[src/rtl/min_fee_cap_shortest_path_defines.svh]
// Assertion macros used by the top level of the fee-cap path block.
`ifndef MIN_FEE_CAP_SHORTEST_PATH_DEFINES_SVH
`define MIN_FEE_CAP_SHORTEST_PATH_DEFINES_SVH

// A condition that must hold at every clock edge outside reset.
`define MFC_ASSERT_ALWAYS(label, cond, msg) \
   label: assert property (@(posedge clock) disable iff (reset) (cond)) else $error(msg);

// A condition that must hold whenever the trigger holds.
`define MFC_ASSERT_IMPL(label, trig, cond, msg) \
   label: assert property (@(posedge clock) disable iff (reset) (trig) |-> (cond)) \
      else $error(msg);

`endif

[src/rtl/mfc_ram.sv]
// Generic single-write, single-read memory with a registered read port.
`timescale 1ns / 1ps
module mfc_ram #(
   parameter int WIDTH = 8,
   parameter int DEPTH = 16,
   parameter int AW    = (DEPTH > 1) ? $clog2(DEPTH) : 1
) (
   input  logic             clock,
   input  logic             wr_en,
   input  logic [AW-1:0]    wr_addr,
   input  logic [WIDTH-1:0] wr_data,
   input  logic             rd_en,
   input  logic [AW-1:0]    rd_addr,
   output logic [WIDTH-1:0] rd_data
);

   logic [WIDTH-1:0] mem [DEPTH];
   logic [WIDTH-1:0] rd_data_ff;

   always_ff @(posedge clock) begin
      if (wr_en) begin
         mem[wr_addr] <= wr_data;
      end
      if (rd_en) begin
         rd_data_ff <= mem[rd_addr];
      end
   end

   assign rd_data = rd_data_ff;

endmodule

[config.mk]
export PLATFORM = sky130hd
export DESIGN_NAME = mfc_ram
export DESIGN_NICKNAME = d
export VERILOG_FILES = /design/src/rtl/min_fee_cap_shortest_path_defines.svh /design/src/rtl/mfc_ram.sv
export SDC_FILE = /design/constraint.sdc
export NUM_CORES = 1
export LEC_CHECK = 0
export ABC_AREA = 1
export BUFFER_PORTS_ARGS = -buffer_cell sky130_fd_sc_hd__buf_2
export CAP_MARGIN = 0
export CORE_MARGIN = 5
export CORE_UTILIZATION = 49
export CTS_CLUSTER_SIZE = 24
export DETAILED_ROUTE_END_ITERATION = 12
export PLACE_DENSITY = 0.7
export SLEW_MARGIN = 20
export SYNTH_ARGS = -nofsm -noshare
export SYNTH_HDL_FRONTEND = slang
export SYNTH_SLANG_ARGS = --single-unit
[constraint.sdc]
create_clock -name clock -period 3.9 [get_ports clock]
set_clock_uncertainty 0.2 [all_clocks]
set_input_delay 0.39 -clock clock [delete_from_list [all_inputs] [get_ports clock]]
set_output_delay 0.39 -clock clock [all_outputs]
set_load 0.005 [all_outputs]
==> results by group <==
Run status
  – Outcome: finished clean

Setup path
  – Cell mode on critical path: nand2_1
  – Top delay family on crit path: buffers and inverters
  – Crit path cell chain: buf_2, clkinv_2, nand2_1, nand2_1, nand2_1, nand3_1, nand3_1, nand2_1
  – Worst setup SP type: input port
  – Max FO, Critical Path: 64
  – CP Class: in2reg
  – Worst Setup End Kind: flip-flop
  – Crit-path slowest cell: clkinv_2
  – Slowest cell delay on critical path: 700 ps
  – Req. time, crit path: 3880 ps
  – CP Data Arrival Time: 1940 ps
  – Worst path bufs/invs: 2

Global route
  – Initial antenna violation count: 0
  – Global-route wire length before repair: 21.4 mm
  – Total gr overflow: 0
  – Largest net degree at the start of global routing: 65
  – Vias in the first global route: 3834
  – GR Util All Layers: 20.2%

STA
  – Endpoints failing setup: 0
  – Final hold violation count: 0
  – Fin crit share: 50.4%
  – Fmax: 509 MHz
  – Max Slew Vio Count: 0
  – Setup TNS: 0 ps
  – Rel. slew slack: 37.7%
  – Period minus WS final: 1960 ps
  – Fin Hold WS: 134 ps
  – RSZ-0062 raised after global routing: false
  – Transition time at the pin with the least slew margin: 934 ps

Synthesis
  – Largest family of logic cells by synthesized area: simple AND/OR/NAND/NOR gates
  – Multiplexer area fraction after synthesis: 0%
  – Synth area leaders: edfxtp_1, nand2_1, nand3_1
  – Synth Area in Compound Gates: 0%
  – Post-Syn Instances: 551
  – Post-Synth Adder-Cell Area: 0%
  – Post-synthesis sequential area ratio: 69.8%
  – Synth area leader: edfxtp_1
  – Yosys cell types: 11
  – Mapped Nets: 570
  – Share of the synthesized area in the top cell type: 69.8%
  – Synth Register Bits: 136
  – Synth Area in XOR/XNOR: 0%
  – Ys Warns: 0
  – Cell area after synthesis: 5850 sq um
  – Syn_area_per_cell: 10.6 sq um
  – Area share of and/or/nand/nor cells after synthesis: 20.8%

Routing
  – Routed len/inst: 18.7 microns
  – # DRC: 0
  – Detail Route Antenna Nets: 0
  – Via-per-instance ratio: 5.35
  – Initial DRC Count: 389
  – Final wirelength: 13.6 mm
  – Pre-Repair DR Iteration Count: 5
  – Vias: 3906

Die
  – Row Count: 39
  – Initial Util: 50.6%
  – Core area: 11600 sq um
  – Chip width: 119 microns
  – IO Pins: 27
  – Die Span Y: 119 microns
  – Die area: 14200 sq um

Worst hold path
  – Worst min-delay path category: in2reg

Clocking
  – Post-CTS sizing: 0
  – Clock transition at path regs: 60 ps
  – Cts hold-fix bufs: 0
  – CTS tree: done
  – Total CTS buffers: 17
  – Root buf cell: clkbuf_16
  – Post-CTS Setup Repair Bufs: 0
  – Clock buffer depth: 2
  – Clock sink count: 136
  – H-tree depth: 4
  – Clk_lat worst skew: 420 ps

Place
  – HPWL after DPL: 8.03 mm
  – Buffers on Ports: 26
  – Routability Congestion: 0.880
  – Placed cell areas: 6000 sq um

Final layout
  – Fill cells: 932
  – Layout cells sized above 1: 10.4%
  – NumNets Final: 593
  – Area growth syn-to-layout: 13.6%
  – Antenna Cells: 0
  – Finished layout cell area: 6640 sq um

Power
  – Maximum vdd ir drop: 0.000267 V
  – Overall power: 3.57 mW
  – PwrDens: 538 nW/um^2
  – P_leak: 2.85 nW

Run
  – Max-Cap Viols: 0
power by group:
group | switching (mW) | internal (mW)
Clock | 0.597 | 1.13
Sequential | 0.00933 | 1.65
Combinational | 0.140 | 0.0509
Total | 0.747 | 2.83
area by class of cell:
cell class	count	area, sq um	area share (%)
multi-input combinational	289	1210	18.3
inverter	102	384	5.78
timing repair buffer	28	145	2.19
clock buffer	18	429	6.46
sequential	136	4080	61.5
tap	143	179	2.69
clock inverter	14	205	3.09
layer usage:
metal / wire, microns / track usage [%] / vias to the layer above
met5: 0 / 0 / -
met4: 359 / 8.98 / 0
met3: 969 / 4.60 / 27
met2: 6390 / 30.9 / 174
met1: 5890 / 27.9 / 1875
li1: - / - / 1830
cell usage in the layout, fill, tap and decap left out:
cell type	synthesis	final
clkinvlp_4	0	1
buf_2	13	26
edfxtp_1	136	136
clkbuf_1	0	1
clkbuf_16	0	17
nor2_1	17	17
clkinv_4	0	2
inv_1	100	100
nand3_1	97	97
bufinv_16	0	5
buf_4	4	2
inv_2	2	1
clkinv_2	0	7
nand3b_1	2	2
nand2_1	173	173
final timing paths:
path	startpoint	to	slack [ps]	cells past startpoint
worst min-delay path	rd_en	rd_data[6]$_DFFE_PP_	130	1
worst max register to register	mem[8][4]$_DFFE_PP_	rd_data[4]$_DFFE_PP_	2470	6
worst min register to register	mem[10][7]$_DFFE_PP_	rd_data[7]$_DFFE_PP_	560	6
worst max-delay path	rd_addr[0]	rd_data[6]$_DFFE_PP_	1940	8
cell families (layout without fill, tap and decap cells):
kind of cell	after synthesis	count (layout)
and+or+nand+nor	289	289
DFF	136	136
buffers and inverters	126	162
registers in the layout (all words and copies together) (netlist names):
name / count
rd_data: 8
mem: 128
Yosys cell counts:
library cell,n
buf_6,6
buf_1,1
nor2_1,17
buf_4,4
nand2_1,173
inv_2,2
buf_2,13
nand3_1,97
nand3b_1,2
edfxtp_1,136
inv_1,100
stage by stage:
step                worst slack (ps)  std cells  utilization, %
floorplan                       2360        551               -
global placement                1580        698            51.9
detailed placement              1520        698            51.9
CTS                             1960        730            57.4
global route                    1740        730            57.4
finish                          1940        730            57.4
No activity file was read; power rests on OpenSTA's default activity.
