**config.mk**
```make
export PLATFORM = sky130hd
export DESIGN_NAME = mfc_dist_unit
export DESIGN_NICKNAME = d
export VERILOG_FILES = /design/src/rtl/min_fee_cap_shortest_path_defines.svh /design/src/rtl/mfc_pkg.sv /design/src/rtl/mfc_dist_unit.sv
export SDC_FILE = /design/constraint.sdc
export NUM_CORES = 1
export LEC_CHECK = 0
export BUFFER_PORTS_ARGS = -buffer_cell sky130_fd_sc_hd__buf_2
export CAP_MARGIN = 40
export CORE_ASPECT_RATIO = 1.75
export CORE_MARGIN = 2
export CORE_UTILIZATION = 44
export DETAILED_ROUTE_END_ITERATION = 10
export PLACE_DENSITY = 0.77
export SLEW_MARGIN = 20
export SYNTH_ARGS = -nofsm -noshare
export SYNTH_HDL_FRONTEND = slang
export SYNTH_SLANG_ARGS = --single-unit
```
**constraint.sdc**
```tcl
create_clock -name vclk -period 4.71
set_input_delay 0.7065 -clock vclk [all_inputs]
set_output_delay 0.7065 -clock vclk [all_outputs]
set_load 0.05 [all_outputs]
```
**src/rtl/min_fee_cap_shortest_path_defines.svh**
```systemverilog
// Assertion macros used by the top level of the fee-cap path block.
`ifndef MIN_FEE_CAP_SHORTEST_PATH_DEFINES_SVH
`define MIN_FEE_CAP_SHORTEST_PATH_DEFINES_SVH

// A condition that must hold at every clock edge outside reset.
`define MFC_ASSERT_ALWAYS(label, cond, msg) \
   label: assert property (@(posedge clock) disable iff (reset) (cond)) else $error(msg);

// A condition that must hold whenever the trigger holds.
`define MFC_ASSERT_IMPL(label, trig, cond, msg) \
   label: assert property (@(posedge clock) disable iff (reset) (trig) |-> (cond)) \
      else $error(msg);

`endif

```
**src/rtl/mfc_pkg.sv**
```systemverilog
// Shared constants and types of the fee-cap path block.
`timescale 1ns / 1ps
package mfc_pkg;

   localparam int MAX_NODES_DEF = 1024;
   localparam int MAX_EDGES_DEF = 4096;
   localparam int DIST_BITS_DEF = 48;

   localparam int NODE_W   = 10;
   localparam int FEE_W    = 30;
   localparam int WEIGHT_W = 32;
   localparam int COUNT_W  = 11;
   localparam int BUDGET_W = 40;
   localparam int EDGE_W   = 2 * NODE_W + WEIGHT_W;

   localparam logic [FEE_W-1:0] CAP_END = 30'd1000000000;

   typedef enum logic [1:0] {
      OP_LOAD_FEE  = 2'd0,
      OP_LOAD_EDGE = 2'd1,
      OP_SOLVE     = 2'd2
   } mfc_op_type;

   localparam logic CSR_NODE_COUNT = 1'b0;
   localparam logic CSR_BUDGET     = 1'b1;

   typedef enum logic [1:0] {
      UNIT_MIN   = 2'b01,
      UNIT_RELAX = 2'b10
   } mfc_unit_op_type;

   typedef struct packed {
      mfc_unit_op_type op;
      logic            settled;
   } mfc_unit_ctl_type;

endpackage

```
**src/rtl/mfc_dist_unit.sv**
```systemverilog
// Shared distance unit: saturating add and one less-than compare.
`timescale 1ns / 1ps
module mfc_dist_unit #(
   parameter int DIST_BITS = mfc_pkg::DIST_BITS_DEF
) (
   input  mfc_pkg::mfc_unit_ctl_type ctl,
   input  logic [DIST_BITS-1:0]      base,
   input  logic [DIST_BITS-1:0]      entry,
   input  logic [mfc_pkg::WEIGHT_W-1:0] weight,
   output logic [DIST_BITS-1:0]      value,
   output logic                      take
);
   import mfc_pkg::*;

   localparam logic [DIST_BITS-1:0] DIST_INF = {DIST_BITS{1'b1}};

   logic [DIST_BITS:0]   sum;
   logic [DIST_BITS-1:0] sat;
   logic [DIST_BITS-1:0] cand;
   logic [DIST_BITS-1:0] limit;

   always_comb begin
      sum = {1'b0, base} + (DIST_BITS + 1)'(weight);
      // A carry out means the path sum passed the largest distance.
      sat = sum[DIST_BITS] ? DIST_INF : sum[DIST_BITS-1:0];
      case (ctl.op)
         UNIT_RELAX: begin
            cand  = sat;
            limit = entry;
         end
         default: begin
            cand  = entry;
            limit = base;
         end
      endcase
      value = cand;
      take  = !ctl.settled && (cand < limit);
   end

endmodule

```
==> impl_metrics.yaml <==
critical_path:
  cp.required_ns: 4.00
  cp_max_fo: 4
  crit_type: "input pin to output port"
  crit_slowest_cell: "ha_1"
  cpPeakStageDelay_ns: 0.34
  timing.critical_path.mode_cell: "buf_4"
  worstPathArrival_ns: 4.95
  start_kind: "input pin"
  crit_chain: "buf_2 > ha_1 > buf_4 > a21oi_2 > o21ai_0 > a221o_1 > and2_4 > buf_4 > o31ai_4 > buf_6 > nor3_1 > buf_4 > o31ai_4 > ha_4 > buf_4 > a21o_1 > a21oi_2 > o21ai_1 > o21a_1 > o21ai_2 > o2111ai_4 > a31oi_4 > buf_6"
  cp-end-kind: "output port"
synth:
  syn_inst: 615
  syn_area_um2: 4360
  synth_area_leaders: "ha_1 23%, mux2i_1 11%, a21oi_1 10%"
  synth_cell_types: 70
  yosysTopAreaCell: "ha_1"
  syn_nets: 826
  yosysWarnings: 0
  ys_seq_area_share_pct: 0
  synth_top_area_share_pct: 22.7
  syn_area_per_cell_um2: 7.09
sta:
  period_needed_ns: 5.66
  finalCritPeriodShare_pct: 120
  rsz0062_at_grt: "yes"
  max_slew.worst_pin.slew_ns: 0.637
  finalHoldViolCount: 0
  fmax_ghz: 0.177
  slew_headroom_pct: 56.4
  worst_slack_ns: -0.947
  final_max_slew_viol_count: 0
  finalSetupViolCount: 1
floorplan:
  rows: 48
  start_util_pct: 44.8
  dieWidth_um: 79.3
  pin_count: 180
  core_area_um2: 9730
  die_h_um: 136
  dieArea_um2: 10800
detailed_routing:
  totalWireLength_mm: 23.4
  vias_per_cell: 6.20
  ant_nets: 0
  first_pass_iters: 7
  vias: 7240
  wl_per_cell_um: 20.0
  initialDrtViolationCount: 411
  drc: 0
job:
  cap_violations: 0
power_and_ir_drop:
  p_leak_uw: 0.00417
  ir_worst_vdd_uv: 122
  p_per_area_nw_per_um2: 156
place:
  hpwl_mm: 17.6
  place_ws_ns: -1.36
  gp_congestion: 0.961
  port_buffers: 180
final_layout:
  clockBufferCount: 0
  ff_latch_area_um2: 0
  multi_input_area_um2: 5030
  fill_cells: 585
  fin_nets: 1253
  area_delta_synth_final_pct: 89.4
  final_core_util_pct: 84.9
  drive_above_1_share_pct: 56.0
  design.seq.count: 0
grt:
  overflow: 0
  grt_pass1_vias: 7608
  grt_pass1_wl_mm: 34.9
  grtUsageTotal_pct: 40.4
  grt_max_degree: 29
  antenna_found_initial: 2
worst_hold_path:
  hp-class: "input pin to output port"
outcome:
  status: "complete, but fails checks"
  violations: "negative setup slack"
clocking:
  hold_buffers: 0
-- path summary, 6_finish.rpt --
check / from / to / cells past startpoint
worst max-delay path: base[21] / take / 23
worst min-delay path: ctl[0] / take / 5
-- metrics by stage --
stage / hold slack, ns / power [uW] / cells / cell area [um^2] / TNS, ns
after floorplan: 1.63 / 660 / 615 / 4800 / -0.651
after global placement: 1.87 / 1110 / 1129 / 7510 / -1.24
after detailed placement: 1.88 / 1140 / 1129 / 7510 / -1.36
after CTS: 1.84 / 1210 / 1159 / 8100 / -0.810
after global routing: 1.88 / 1370 / 1167 / 8260 / -1.09
final: 1.87 / 1290 / 1167 / 8260 / -0.947
-- routing by layer --
metal	vias to the layer above	wire length, um	track usage (%)
li1	3212	-	-
met1	3284	7170	36.2
met2	501	12200	76.2
met3	243	1510	4.47
met4	0	2500	36.7
met5	-	0	0
-- kinds of logic after synthesis --
family,after synthesis,share of synthesized area (%)
multiplexers,46,10.6
buffers and inverters,38,4.19
XOR/XNOR,33,6.63
adder cells (fa/ha/maj),80,23.1
AND/OR/NAND/NOR,204,23.4
AO/OA/AOI/OAI,214,32.1
-- power by group --
part           switching [uW]   leakage, uW  total, uW  internal (uW)
sequential                  0             0          0              0
combinational             718       0.00417       1290            574
clock                       0  0.0000000127  0.0000569      0.0000569
total                     718       0.00417       1290            574
-- critical path, delay by kind of cell --
kind / cells / cell delay, ns
AO/OA/AOI/OAI: 12 / 2.37
buffers and inverters: 7 / 1.02
AND/OR/NAND/NOR: 2 / 0.24
adder cells (fa/ha/maj): 2 / 0.60
-- Yosys cell counts (4+ instances only) --
cell type,number
and3_1,6
o211ai_1,6
nor2b_1,5
nor3_1,15
buf_2,5
ha_1,79
o21a_1,5
nand2b_1,5
xnor2_1,20
nand4_1,19
mux2i_1,46
clkbuf_1,15
a31oi_1,5
and2_1,4
xor2_1,13
nor2_1,56
inv_1,11
a21oi_1,88
o21bai_1,4
o21ai_0,32
a21o_1,21
nand2_1,55
and4_1,4
nor4_1,4
nand3_1,14
o31ai_1,7
a211oi_1,4
a311oi_1,6
buf_6,4
-- timing repair --
item / CTS / global route
setup buffers: 30 / 6
resized for setup: 59 / 24
setup endpoints to repair: 1 / 2
pin swaps: 48 / 25
-- layout by cell type, fill, tap and decap left out, drive strengths merged, types with 7 or more instances in the layout --
| cell type | netlist | layout |
|---|---|---|
| buf | 12 | 452 |
| inv | 11 | 11 |
| nand4 | 19 | 19 |
| nand2 | 55 | 55 |
| a311oi | 7 | 7 |
| xnor2 | 20 | 20 |
| nor3 | 16 | 16 |
| o21ai | 36 | 36 |
| xor2 | 13 | 13 |
| a21oi | 89 | 89 |
| ha | 79 | 79 |
| o31ai | 8 | 8 |
| mux2i | 46 | 46 |
| and3 | 11 | 11 |
| nand3 | 14 | 14 |
| nor2 | 57 | 57 |
| a21o | 24 | 24 |
-- cell type report --
class	instances	area share, %
multi-input cells	577	60.9
well taps	125	1.89
repair buffers	452	36.7
diodes	2	0.0606
inverters	11	0.500
(Power assumes the default switching activity.)
